File: src/rtl/core/gpm_pkg.sv
// Shared types, constants and helpers for the grid plane mesh generator.
// Used by the core, the configuration block, the sequencer and the emitter.
package gpm_pkg;

	localparam int MAX_SIDE = 256;

	localparam int SIDE_W  = 9;
	localparam int COUNT_W = 8;
	localparam int INDEX_W = 16;
	localparam int HALF_W  = 15;
	localparam int STEP_W  = 16;
	localparam int POS_W   = 16;
	localparam int TEX_W   = 17;
	localparam int CFG_IDX_W  = 3;
	localparam int CFG_DATA_W = 16;

	localparam logic [SIDE_W-1:0] SIDE_MIN = SIDE_W'(2);
	localparam logic [SIDE_W-1:0] SIDE_MAX = SIDE_W'(MAX_SIDE);

	// Texture coordinate 1.0 in Q1.16.
	localparam logic [TEX_W-1:0] TEX_ONE = TEX_W'(65536);

	localparam logic KIND_VERTEX   = 1'b0;
	localparam logic KIND_TRIANGLE = 1'b1;

	typedef enum logic [CFG_IDX_W-1:0] {
		REG_GRID_COLUMNS = 3'd0,
		REG_GRID_ROWS    = 3'd1,
		REG_HALF_WIDTH   = 3'd2,
		REG_HALF_HEIGHT  = 3'd3,
		REG_STEP_X       = 3'd4,
		REG_STEP_Y       = 3'd5,
		REG_STEP_U       = 3'd6,
		REG_STEP_V       = 3'd7
	} cfg_reg_t;

	localparam logic [SIDE_W-1:0] RST_GRID_COLUMNS = SIDE_W'(2);
	localparam logic [SIDE_W-1:0] RST_GRID_ROWS    = SIDE_W'(2);
	localparam logic [HALF_W-1:0] RST_HALF_WIDTH   = HALF_W'(128);
	localparam logic [HALF_W-1:0] RST_HALF_HEIGHT  = HALF_W'(128);
	localparam logic [STEP_W-1:0] RST_STEP_X       = STEP_W'(256);
	localparam logic [STEP_W-1:0] RST_STEP_Y       = STEP_W'(256);
	localparam logic [STEP_W-1:0] RST_STEP_U       = STEP_W'(65535);
	localparam logic [STEP_W-1:0] RST_STEP_V       = STEP_W'(65535);

	// Configuration as seen by the datapath; the sides are already clamped.
	typedef struct packed {
		logic [SIDE_W-1:0] cols;
		logic [SIDE_W-1:0] rows;
		logic [HALF_W-1:0] half_width;
		logic [HALF_W-1:0] half_height;
		logic [STEP_W-1:0] step_x;
		logic [STEP_W-1:0] step_y;
		logic [STEP_W-1:0] step_u;
		logic [STEP_W-1:0] step_v;
	} cfg_t;

	// One accepted tick as held between the sequencer and the emitter.
	typedef struct packed {
		logic               kind;
		logic [COUNT_W-1:0] col;
		logic [COUNT_W-1:0] row;
		logic [INDEX_W-1:0] base;
		logic               pass_end;
		logic               sub;
	} item_t;

	typedef struct packed {
		logic                     kind;
		logic signed [POS_W-1:0]  pos_x;
		logic signed [POS_W-1:0]  pos_y;
		logic [TEX_W-1:0]         tex_u;
		logic [TEX_W-1:0]         tex_v;
		logic [INDEX_W-1:0]       corner_a;
		logic [INDEX_W-1:0]       corner_b;
		logic [INDEX_W-1:0]       corner_c;
		logic                     pass_end;
		logic                     last;
	} result_t;

	function automatic logic [SIDE_W-1:0] eff_side(input logic [SIDE_W-1:0] s);
		logic [SIDE_W-1:0] r;
		r = s;
		if (s < SIDE_MIN) begin
			r = SIDE_MIN;
		end else if (s > SIDE_MAX) begin
			r = SIDE_MAX;
		end
		return r;
	endfunction

endpackage

File: src/rtl/core/gpm_tick_if.sv
// Tick channel: valid/ready handshake carrying the restart bit.
// Stands alone; no package dependency.
interface gpm_tick_if;
	logic valid;
	logic ready;
	logic restart;

	modport source (output valid, output restart, input ready);
	modport sink (input valid, input restart, output ready);
endinterface

File: src/rtl/core/gpm_result_if.sv
// Result channel: valid/ready handshake carrying one vertex or triangle word.
// Field widths follow the constants in gpm_pkg.
interface gpm_result_if;
	logic                valid;
	logic                ready;
	logic                kind;
	logic signed [15:0]  pos_x;
	logic signed [15:0]  pos_y;
	logic [16:0]         tex_u;
	logic [16:0]         tex_v;
	logic [15:0]         corner_a;
	logic [15:0]         corner_b;
	logic [15:0]         corner_c;
	logic                pass_end;
	logic                last;

	modport source (output valid, output kind, output pos_x, output pos_y,
		output tex_u, output tex_v, output corner_a, output corner_b,
		output corner_c, output pass_end, output last, input ready);
	modport sink (input valid, input kind, input pos_x, input pos_y,
		input tex_u, input tex_v, input corner_a, input corner_b,
		input corner_c, input pass_end, input last, output ready);
endinterface

File: src/rtl/core/grid_plane_mesh_generator_core.sv
// Grid plane mesh generator: one vertex per tick, then two triangles per quad tick.
// Each accepted tick is held in the stage-1 item register, each word in the output register.
// One word per cycle unless result.ready stalls; the next tick is taken as the last word leaves.
// Reset clears the walk to the first vertex and loads the default register values.
// Depends on gpm_pkg, gpm_tick_if, gpm_result_if and the gpm_* submodules.
module grid_plane_mesh_generator_core (
	input  logic                           clk,
	input  logic                           arst_n,
	input  logic                           cfg_wr_en,
	input  logic [gpm_pkg::CFG_IDX_W-1:0]  cfg_index,
	input  logic [gpm_pkg::CFG_DATA_W-1:0] cfg_data,
	gpm_tick_if.sink                       tick,
	gpm_result_if.source                   result
);
	import gpm_pkg::*;

	cfg_t  cfg;
	item_t item_s1;
	logic  valid_s1;
	logic  take;

	gpm_cfg_regs u_cfg (
		.clk       (clk),
		.arst_n    (arst_n),
		.cfg_wr_en (cfg_wr_en),
		.cfg_index (cfg_index),
		.cfg_data  (cfg_data),
		.cfg       (cfg)
	);

	gpm_sequencer u_seq (
		.clk      (clk),
		.arst_n   (arst_n),
		.cfg      (cfg),
		.tick     (tick),
		.take     (take),
		.valid_s1 (valid_s1),
		.item_s1  (item_s1)
	);

	gpm_emitter u_emit (
		.clk      (clk),
		.arst_n   (arst_n),
		.cfg      (cfg),
		.valid_s1 (valid_s1),
		.item_s1  (item_s1),
		.take     (take),
		.result   (result)
	);

`ifndef SYNTH
	// Only a quad tick can be waiting to send its second triangle.
	a_sub_after_first: assert property (@(posedge clk) disable iff (!arst_n)
		(valid_s1 && item_s1.sub) |-> (item_s1.kind == KIND_TRIANGLE))
		else $error("second triangle word without a first");

	// A vertex word is always the only word of its tick and has no corners.
	a_vertex_clean: assert property (@(posedge clk) disable iff (!arst_n)
		(result.valid && (result.kind == KIND_VERTEX)) |->
		(result.last && !result.pass_end && (result.corner_a == '0) &&
		(result.corner_b == '0) && (result.corner_c == '0)))
		else $error("malformed vertex word");

	// End of pass is flagged only on the closing word of a quad tick.
	a_pass_end_last: assert property (@(posedge clk) disable iff (!arst_n)
		(result.valid && result.pass_end) |->
		(result.last && (result.kind == KIND_TRIANGLE)))
		else $error("pass end on a non-final word");
`endif

endmodule

File: src/rtl/core/gpm_cfg_regs.sv
// Configuration register file with reset values and side clamping.
// Depends on gpm_pkg.
module gpm_cfg_regs (
	input  logic                        clk,
	input  logic                        arst_n,
	input  logic                        cfg_wr_en,
	input  logic [gpm_pkg::CFG_IDX_W-1:0]  cfg_index,
	input  logic [gpm_pkg::CFG_DATA_W-1:0] cfg_data,
	output gpm_pkg::cfg_t               cfg
);
	import gpm_pkg::*;

	logic [SIDE_W-1:0] grid_columns_q;
	logic [SIDE_W-1:0] grid_rows_q;
	logic [HALF_W-1:0] half_width_q;
	logic [HALF_W-1:0] half_height_q;
	logic [STEP_W-1:0] step_x_q;
	logic [STEP_W-1:0] step_y_q;
	logic [STEP_W-1:0] step_u_q;
	logic [STEP_W-1:0] step_v_q;

	always_ff @(posedge clk or negedge arst_n) begin
		if (!arst_n) begin
			grid_columns_q <= RST_GRID_COLUMNS;
			grid_rows_q    <= RST_GRID_ROWS;
			half_width_q   <= RST_HALF_WIDTH;
			half_height_q  <= RST_HALF_HEIGHT;
			step_x_q       <= RST_STEP_X;
			step_y_q       <= RST_STEP_Y;
			step_u_q       <= RST_STEP_U;
			step_v_q       <= RST_STEP_V;
		end else if (cfg_wr_en) begin
			case (cfg_reg_t'(cfg_index))
				REG_GRID_COLUMNS: grid_columns_q <= cfg_data[SIDE_W-1:0];
				REG_GRID_ROWS:    grid_rows_q    <= cfg_data[SIDE_W-1:0];
				REG_HALF_WIDTH:   half_width_q   <= cfg_data[HALF_W-1:0];
				REG_HALF_HEIGHT:  half_height_q  <= cfg_data[HALF_W-1:0];
				REG_STEP_X:       step_x_q       <= cfg_data[STEP_W-1:0];
				REG_STEP_Y:       step_y_q       <= cfg_data[STEP_W-1:0];
				REG_STEP_U:       step_u_q       <= cfg_data[STEP_W-1:0];
				REG_STEP_V:       step_v_q       <= cfg_data[STEP_W-1:0];
				default: ;
			endcase
		end
	end

	always_comb begin
		cfg.cols        = eff_side(grid_columns_q);
		cfg.rows        = eff_side(grid_rows_q);
		cfg.half_width  = half_width_q;
		cfg.half_height = half_height_q;
		cfg.step_x      = step_x_q;
		cfg.step_y      = step_y_q;
		cfg.step_u      = step_u_q;
		cfg.step_v      = step_v_q;
	end

endmodule

File: src/rtl/core/gpm_sequencer.sv
// Grid walk state (phase, row, column, row base) and the stage-1 tick register.
// Depends on gpm_pkg and gpm_tick_if.
module gpm_sequencer (
	input  logic              clk,
	input  logic              arst_n,
	input  gpm_pkg::cfg_t     cfg,
	gpm_tick_if.sink          tick,
	input  logic              take,
	output logic              valid_s1,
	output gpm_pkg::item_t    item_s1
);
	import gpm_pkg::*;

	logic               phase_q;
	logic [COUNT_W-1:0] row_q;
	logic [COUNT_W-1:0] col_q;
	logic [INDEX_W-1:0] base_q;

	logic               cur_phase, nxt_phase;
	logic [COUNT_W-1:0] cur_row, nxt_row;
	logic [COUNT_W-1:0] cur_col, nxt_col;
	logic [INDEX_W-1:0] cur_base, nxt_base, base_add;
	logic [SIDE_W-1:0]  col_inc, row_inc;
	logic               row_end, pass_end;
	logic               done, accept;

	// The stage retires once its last word has moved to the output register.
	assign done   = take && ((item_s1.kind == KIND_VERTEX) || item_s1.sub);
	assign tick.ready = !valid_s1 || done;
	assign accept = tick.valid && tick.ready;

	always_comb begin
		cur_phase = tick.restart ? KIND_VERTEX : phase_q;
		cur_row   = tick.restart ? '0 : row_q;
		cur_col   = tick.restart ? '0 : col_q;
		cur_base  = tick.restart ? '0 : base_q;

		col_inc  = SIDE_W'(cur_col) + SIDE_W'(1);
		row_inc  = SIDE_W'(cur_row) + SIDE_W'(1);
		base_add = cur_base + INDEX_W'(cfg.cols);
		row_end  = col_inc >= (cfg.cols - SIDE_W'(1));
		pass_end = row_end && (row_inc >= (cfg.rows - SIDE_W'(1)));

		nxt_phase = cur_phase;
		nxt_row   = cur_row;
		nxt_col   = cur_col;
		nxt_base  = cur_base;

		if (cur_phase == KIND_VERTEX) begin
			if (col_inc >= cfg.cols) begin
				nxt_col = '0;
				if (row_inc >= cfg.rows) begin
					nxt_phase = KIND_TRIANGLE;
					nxt_row   = '0;
					nxt_base  = '0;
				end else begin
					nxt_row  = row_inc[COUNT_W-1:0];
					nxt_base = base_add;
				end
			end else begin
				nxt_col = col_inc[COUNT_W-1:0];
			end
		end else begin
			if (pass_end) begin
				nxt_phase = KIND_VERTEX;
				nxt_row   = '0;
				nxt_col   = '0;
				nxt_base  = '0;
			end else if (row_end) begin
				nxt_col  = '0;
				nxt_row  = row_inc[COUNT_W-1:0];
				nxt_base = base_add;
			end else begin
				nxt_col = col_inc[COUNT_W-1:0];
			end
		end
	end

	always_ff @(posedge clk or negedge arst_n) begin
		if (!arst_n) begin
			phase_q  <= KIND_VERTEX;
			row_q    <= '0;
			col_q    <= '0;
			base_q   <= '0;
			valid_s1 <= 1'b0;
		end else begin
			if (accept) begin
				phase_q  <= nxt_phase;
				row_q    <= nxt_row;
				col_q    <= nxt_col;
				base_q   <= nxt_base;
				valid_s1 <= 1'b1;
			end else if (done) begin
				valid_s1 <= 1'b0;
			end
		end
	end

	always_ff @(posedge clk) begin
		if (accept) begin
			item_s1.kind     <= cur_phase;
			item_s1.col      <= cur_col;
			item_s1.row      <= cur_row;
			item_s1.base     <= cur_base;
			item_s1.pass_end <= (cur_phase == KIND_TRIANGLE) && pass_end;
			item_s1.sub      <= 1'b0;
		end else if (take) begin
			item_s1.sub <= 1'b1;
		end
	end

endmodule

File: src/rtl/core/gpm_emitter.sv
// Vertex and triangle word datapath feeding the registered result channel.
// Depends on gpm_pkg and gpm_result_if.
module gpm_emitter (
	input  logic              clk,
	input  logic              arst_n,
	input  gpm_pkg::cfg_t     cfg,
	input  logic              valid_s1,
	input  gpm_pkg::item_t    item_s1,
	output logic              take,
	gpm_result_if.source      result
);
	import gpm_pkg::*;

	localparam int PROD_W = COUNT_W + STEP_W;
	localparam int WIDE_W = PROD_W + 2;

	function automatic logic signed [POS_W-1:0] sat_pos(input logic signed [WIDE_W-1:0] v);
		logic signed [POS_W-1:0] r;
		if (v > WIDE_W'(32767)) begin
			r = 16'sh7FFF;
		end else if (v < -WIDE_W'(32768)) begin
			r = 16'sh8000;
		end else begin
			r = v[POS_W-1:0];
		end
		return r;
	endfunction

	function automatic logic [TEX_W-1:0] sat_tex(input logic [PROD_W-1:0] v);
		return (v > PROD_W'(TEX_ONE)) ? TEX_ONE : v[TEX_W-1:0];
	endfunction

	logic [PROD_W-1:0]        prod_x, prod_y, prod_u, prod_v;
	logic signed [WIDE_W-1:0] x_wide, y_wide;
	logic [INDEX_W-1:0]       top, bot, topn, botn;
	result_t                  nxt, out_q;
	logic                     out_valid_q;

	assign take = valid_s1 && (!out_valid_q || result.ready);

	always_comb begin
		prod_x = PROD_W'(item_s1.col) * PROD_W'(cfg.step_x);
		prod_y = PROD_W'(item_s1.row) * PROD_W'(cfg.step_y);
		prod_u = PROD_W'(item_s1.col) * PROD_W'(cfg.step_u);
		prod_v = PROD_W'(item_s1.row) * PROD_W'(cfg.step_v);
		x_wide = $signed(WIDE_W'(prod_x)) - $signed(WIDE_W'(cfg.half_width));
		y_wide = $signed(WIDE_W'(cfg.half_height)) - $signed(WIDE_W'(prod_y));

		top  = item_s1.base + INDEX_W'(item_s1.col);
		bot  = top + INDEX_W'(cfg.cols);
		topn = top + INDEX_W'(1);
		botn = bot + INDEX_W'(1);

		nxt = '0;
		nxt.kind = item_s1.kind;
		if (item_s1.kind == KIND_VERTEX) begin
			nxt.pos_x = sat_pos(x_wide);
			nxt.pos_y = sat_pos(y_wide);
			nxt.tex_u = sat_tex(prod_u);
			nxt.tex_v = sat_tex(prod_v);
			nxt.last  = 1'b1;
		end else if (!item_s1.sub) begin
			nxt.corner_a = top;
			nxt.corner_b = bot;
			nxt.corner_c = topn;
		end else begin
			nxt.corner_a = bot;
			nxt.corner_b = botn;
			nxt.corner_c = topn;
			nxt.pass_end = item_s1.pass_end;
			nxt.last     = 1'b1;
		end
	end

	always_ff @(posedge clk or negedge arst_n) begin
		if (!arst_n) begin
			out_valid_q <= 1'b0;
		end else if (take) begin
			out_valid_q <= 1'b1;
		end else if (result.ready) begin
			out_valid_q <= 1'b0;
		end
	end

	always_ff @(posedge clk) begin
		if (take) begin
			out_q <= nxt;
		end
	end

	assign result.valid    = out_valid_q;
	assign result.kind     = out_q.kind;
	assign result.pos_x    = out_q.pos_x;
	assign result.pos_y    = out_q.pos_y;
	assign result.tex_u    = out_q.tex_u;
	assign result.tex_v    = out_q.tex_v;
	assign result.corner_a = out_q.corner_a;
	assign result.corner_b = out_q.corner_b;
	assign result.corner_c = out_q.corner_c;
	assign result.pass_end = out_q.pass_end;
	assign result.last     = out_q.last;

endmodule
File: src/flat_wrapper.sv
// flat-port wrapper written by rule: the top's interface ports become plain ports
module grid_plane_mesh_generator_core_flat import gpm_pkg::*;
  (clk, arst_n, cfg_wr_en, cfg_index, cfg_data, tick_valid, tick_restart, tick_ready, result_valid, result_kind, result_pos_x, result_pos_y, result_tex_u, result_tex_v, result_corner_a, result_corner_b, result_corner_c, result_pass_end, result_last, result_ready);
  gpm_tick_if tick_i ();
  gpm_result_if result_i ();
  input  logic clk;
  input  logic arst_n;
  input  logic cfg_wr_en;
  input  logic [gpm_pkg::CFG_IDX_W-1:0] cfg_index;
  input  logic [gpm_pkg::CFG_DATA_W-1:0] cfg_data;
  input wire logic [$bits(tick_i.valid)-1:0] tick_valid;
  input wire logic [$bits(tick_i.restart)-1:0] tick_restart;
  output wire logic [$bits(tick_i.ready)-1:0] tick_ready;
  output wire logic [$bits(result_i.valid)-1:0] result_valid;
  output wire logic [$bits(result_i.kind)-1:0] result_kind;
  output wire logic [$bits(result_i.pos_x)-1:0] result_pos_x;
  output wire logic [$bits(result_i.pos_y)-1:0] result_pos_y;
  output wire logic [$bits(result_i.tex_u)-1:0] result_tex_u;
  output wire logic [$bits(result_i.tex_v)-1:0] result_tex_v;
  output wire logic [$bits(result_i.corner_a)-1:0] result_corner_a;
  output wire logic [$bits(result_i.corner_b)-1:0] result_corner_b;
  output wire logic [$bits(result_i.corner_c)-1:0] result_corner_c;
  output wire logic [$bits(result_i.pass_end)-1:0] result_pass_end;
  output wire logic [$bits(result_i.last)-1:0] result_last;
  input wire logic [$bits(result_i.ready)-1:0] result_ready;
  assign tick_i.valid = tick_valid;
  assign tick_i.restart = tick_restart;
  assign tick_ready = tick_i.ready;
  assign result_valid = result_i.valid;
  assign result_kind = result_i.kind;
  assign result_pos_x = result_i.pos_x;
  assign result_pos_y = result_i.pos_y;
  assign result_tex_u = result_i.tex_u;
  assign result_tex_v = result_i.tex_v;
  assign result_corner_a = result_i.corner_a;
  assign result_corner_b = result_i.corner_b;
  assign result_corner_c = result_i.corner_c;
  assign result_pass_end = result_i.pass_end;
  assign result_last = result_i.last;
  assign result_i.ready = result_ready;
  grid_plane_mesh_generator_core u_core (.clk(clk), .arst_n(arst_n), .cfg_wr_en(cfg_wr_en), .cfg_index(cfg_index), .cfg_data(cfg_data), .tick(tick_i), .result(result_i));
endmodule
File: config.mk
export PLATFORM = sky130hd
export DESIGN_NAME = grid_plane_mesh_generator_core_flat
export DESIGN_NICKNAME = d
export VERILOG_FILES = /design/src/rtl/core/gpm_pkg.sv /design/src/rtl/core/gpm_tick_if.sv /design/src/rtl/core/gpm_result_if.sv /design/src/rtl/core/grid_plane_mesh_generator_core.sv /design/src/rtl/core/gpm_cfg_regs.sv /design/src/rtl/core/gpm_sequencer.sv /design/src/rtl/core/gpm_emitter.sv /design/src/flat_wrapper.sv
export SDC_FILE = /design/constraint.sdc
export NUM_CORES = 2
export LEC_CHECK = 0
export BUFFER_PORTS_ARGS = -buffer_cell sky130_fd_sc_hd__buf_2
export CAP_MARGIN = 20
export CORE_MARGIN = 2
export CORE_UTILIZATION = 30
export CTS_CLUSTER_DIAMETER = 200
export DETAILED_ROUTE_END_ITERATION = 7
export PLACE_DENSITY_LB_ADDON = 0.15
export REMOVE_ABC_BUFFERS = 1
export SETUP_SLACK_MARGIN = 0.05
export SYNTH_ARGS = -nofsm -noshare
export SYNTH_HDL_FRONTEND = slang
export SYNTH_SLANG_ARGS = --single-unit
File: constraint.sdc
create_clock -name clk -period 6.9 [get_ports clk]
set_clock_uncertainty 0.2 [all_clocks]
set_input_delay 0.345 -clock clk [delete_from_list [all_inputs] [get_ports clk]]
set_output_delay 0.345 -clock clk [all_outputs]
set_load 0.02 [all_outputs]
==> metrics.cfg <==
[outcome]
status=finished, final reports clean

[critical_path]
crit_fanout=15
worst_path_max_delay_cell=edfxtp_1
crit_type=flip-flop to flip-flop
reg2reg_slack_ns=0.37
cpMostUsedCell=fa_1
arrival_ns=6.69
r2r-end=u_core.u_emit.result.pos_y[5]
startpoint_type=flip-flop
reg2reg_depth=18
cpPeakStageDelay_ns=0.70
required_ns=7.05
reg2reg_from=u_core.u_seq.item_s1[22]
path_cells=and2_1, fa_1, inv_1, fa_1, fa_1, inv_1, fa_1, inv_1, ha_1, nand3_1, a211oi_1, o21ai_0, a31oi_1, xor2_1, or4b_1, o41ai_4, buf_4, a21oi_1
endpoint_kind=flip-flop

[synthesis]
avgSynthCellArea_um2=9.58
synthDistinctLibCells=101
ys_dominant_reg_cell=edfxtp_1
async_reset_ff_share_pct=49.2
synth_seq_cells=299
synthesis.area_um2=32600
synthCells=3407
synth_warnings=0
synth_enable_flop_cells=151
ys_seq_area_share_pct=25.4

[clocking]
clk_pin_slew_ns=0.06
cts_sinks=299
insertion_delay_ns=0.62
cts_made_buffers=43
root_buffer=clkbuf_16
cts_max_level=2
ctsLongestPathBuffers=3
cts_tree=yes

[drt]
dr.pass1.iters=7
vias=23400
met3_length_mm=3.30
dr.first_iter.drc_count=1148
wl_met2_mm=40.2
drc=0
wl_met1_mm=40.9
antenna_left=0
wire_per_inst_um=17.2
routed_wl_mm=85.7
maxUsedRoutingLayer=met5
viasPerCell=4.69

[sta]
setup_viol=0
hold_viol_final=0
fmax_mhz=153
min_period_ns=6.53
maxSlewHeadroom_pct=34.2
tns_ns=0
rsz0062_at_grt=yes
fin_crit_sh_pct=94.7
drv_slew=0
worst_pin_slew_ns=0.982

[flow_run]
drv_cap=0

[final_layout]
drive_gt1_share_pct=13.2
fillers=11200
layout_common_cells=inv_1, nand2_1, fa_1
area_delta_synth_final_pct=12.6
mostFrequentLayoutCell=inv_1
final_nets=4198

[floorplanning]
initial_core_util_pct=30.4
io_pins=144
die_area_um2=111000
core_area_um2=108000
die_height_um=334
dieWidth_um=334
placement_rows=120

[worst_hold_path]
whs_path_depth=2
hold_class=primary input to flip-flop
min-delay-start=cfg_data[15]
hold_path_end=u_core.u_cfg.step_y_q[15]

[global_routing]
grtUsageTotal_pct=15.7
overflow=0
antenna_found_initial=8
grt_pass1_wl_mm=140
grt_max_degree=67
grt_pass1_vias=24900

[placement]
dp_hpwl_mm=66.2
io_buffers=143
gp_congestion=0.785

[cell usage after synthesis (99+ instances only)]
master	number	area [µm²]
a21oi_1	132	661
and2_1	256	1600
clkbuf_1	111	417
dfrtp_1	109	2730
edfxtp_1	151	4530
fa_1	368	7370
ha_1	264	3300
inv_1	509	1910
mux2_2	99	1110
nand2_1	423	1590
nor2_1	137	514
o21ai_0	108	541
[layout make-up]
cell class / instances / area (µm²) / area share, %
timing repair buffer: 227 / 1430 / 3.88
sequential: 299 / 8280 / 22.5
tap: 1403 / 1760 / 4.78
inverter: 510 / 1910 / 5.21
clock inverter: 26 / 269 / 0.732
antenna: 4 / 10.0 / 0.0272
clock buffer: 54 / 1180 / 3.21
multi-input combinational: 2460 / 21900 / 59.6
[worst max-delay path by stage]
stage / startpoint / endpoint / slack, ns
CTS: u_core.u_seq.item_s1[20] / u_core.u_emit.result.tex_v[7] / 0.23
detailed placement: u_core.u_seq.item_s1[20] / u_core.u_emit.result.pos_y[4] / 0.28
floorplan: u_core.u_seq.item_s1[23] / u_core.u_emit.result.pos_y[13] / 0.80
global route: u_core.u_seq.item_s1[26] / u_core.u_emit.result.pos_x[5] / 0.03
global placement: u_core.u_seq.item_s1[20] / u_core.u_emit.result.tex_v[7] / 0.29
finish: u_core.u_seq.item_s1[22] / u_core.u_emit.result.pos_y[5] / 0.37
[kinds of logic after synthesis]
group	Yosys count	synth area share [%]
and+or+nand+nor	1084	16.6
buffers and inverters	648	7.58
adders and majority gates	632	32.7
AOI/OAI and AO/OA	483	9.84
DFF	299	25.4
xor gates and xnor gates	151	4.13
muxes	110	3.75
[flip-flops by register name (all words and copies together), names as in the netlist, 15 cells and up]
| signal | flops |
|---|---|
| u_core.u_seq.item_s1 | 35 |
| u_core.u_emit.result.tex_u | 17 |
| u_core.u_emit.result.tex_v | 17 |
| u_core.u_cfg.step_u_q | 16 |
| u_core.u_cfg.step_v_q | 16 |
| u_core.u_cfg.step_x_q | 16 |
| u_core.u_cfg.step_y_q | 16 |
| u_core.u_emit.result.corner_a | 16 |
| u_core.u_emit.result.corner_b | 16 |
| u_core.u_emit.result.corner_c | 16 |
| u_core.u_emit.result.pos_x | 16 |
| u_core.u_emit.result.pos_y | 16 |
| u_core.u_seq.base_q | 16 |
| u_core.u_cfg.half_height_q | 15 |
| u_core.u_cfg.half_width_q | 15 |
[per-layer routing]
layer / global-route usage (%) / vias to the layer above
li1: - / 11400
met1: 21.7 / 11600
met2: 26.2 / 260
met3: 2.51 / 78
met4: 2.81 / 8
met5: 0 / -
[worst max-delay path, delay by kind of cell, from the launching register on]
family                     cells  cell delay, ns
adders and majority gates      5            2.43
and+or+nand+nor                3            1.02
DFF                            1            0.70
buffers and inverters          4            0.42
xor gates and xnor gates       1            0.11
AOI/OAI and AO/OA              5            1.40
[metrics by stage]
| step | std cells | utilization, % | hold WS [ns] | setup slack (ns) | instance area (µm²) |
|---|---|---|---|---|---|
| 2_1_floorplan | 3269 | - | -0.151 | 0.803 | 32100 |
| 5_1_grt | 4979 | 34.2 | 0.0308 | 0.0319 | 36700 |
| 3_3_place_gp | 4867 | 32.5 | 0.0530 | 0.289 | 35000 |
| 6_report | 4983 | 34.2 | 0.0563 | 0.366 | 36700 |
| 4_1_cts | 4966 | 34.1 | 0.0103 | 0.234 | 36600 |
| 3_5_place_dp | 4867 | 32.5 | 0.0485 | 0.276 | 35000 |
[repair_timing]
item | 4_1_cts | 5_1_grt
endpoints found under the hold margin | 99 | 0
gates resized for setup | 0 | 1
setup endpoints to repair | 0 | 47
hold buffers | 19 | 0
setup buffers | 0 | 13
Power is not shown: default switching activity piles up to over one toggle a cycle in this logic, so the estimate is an artifact.
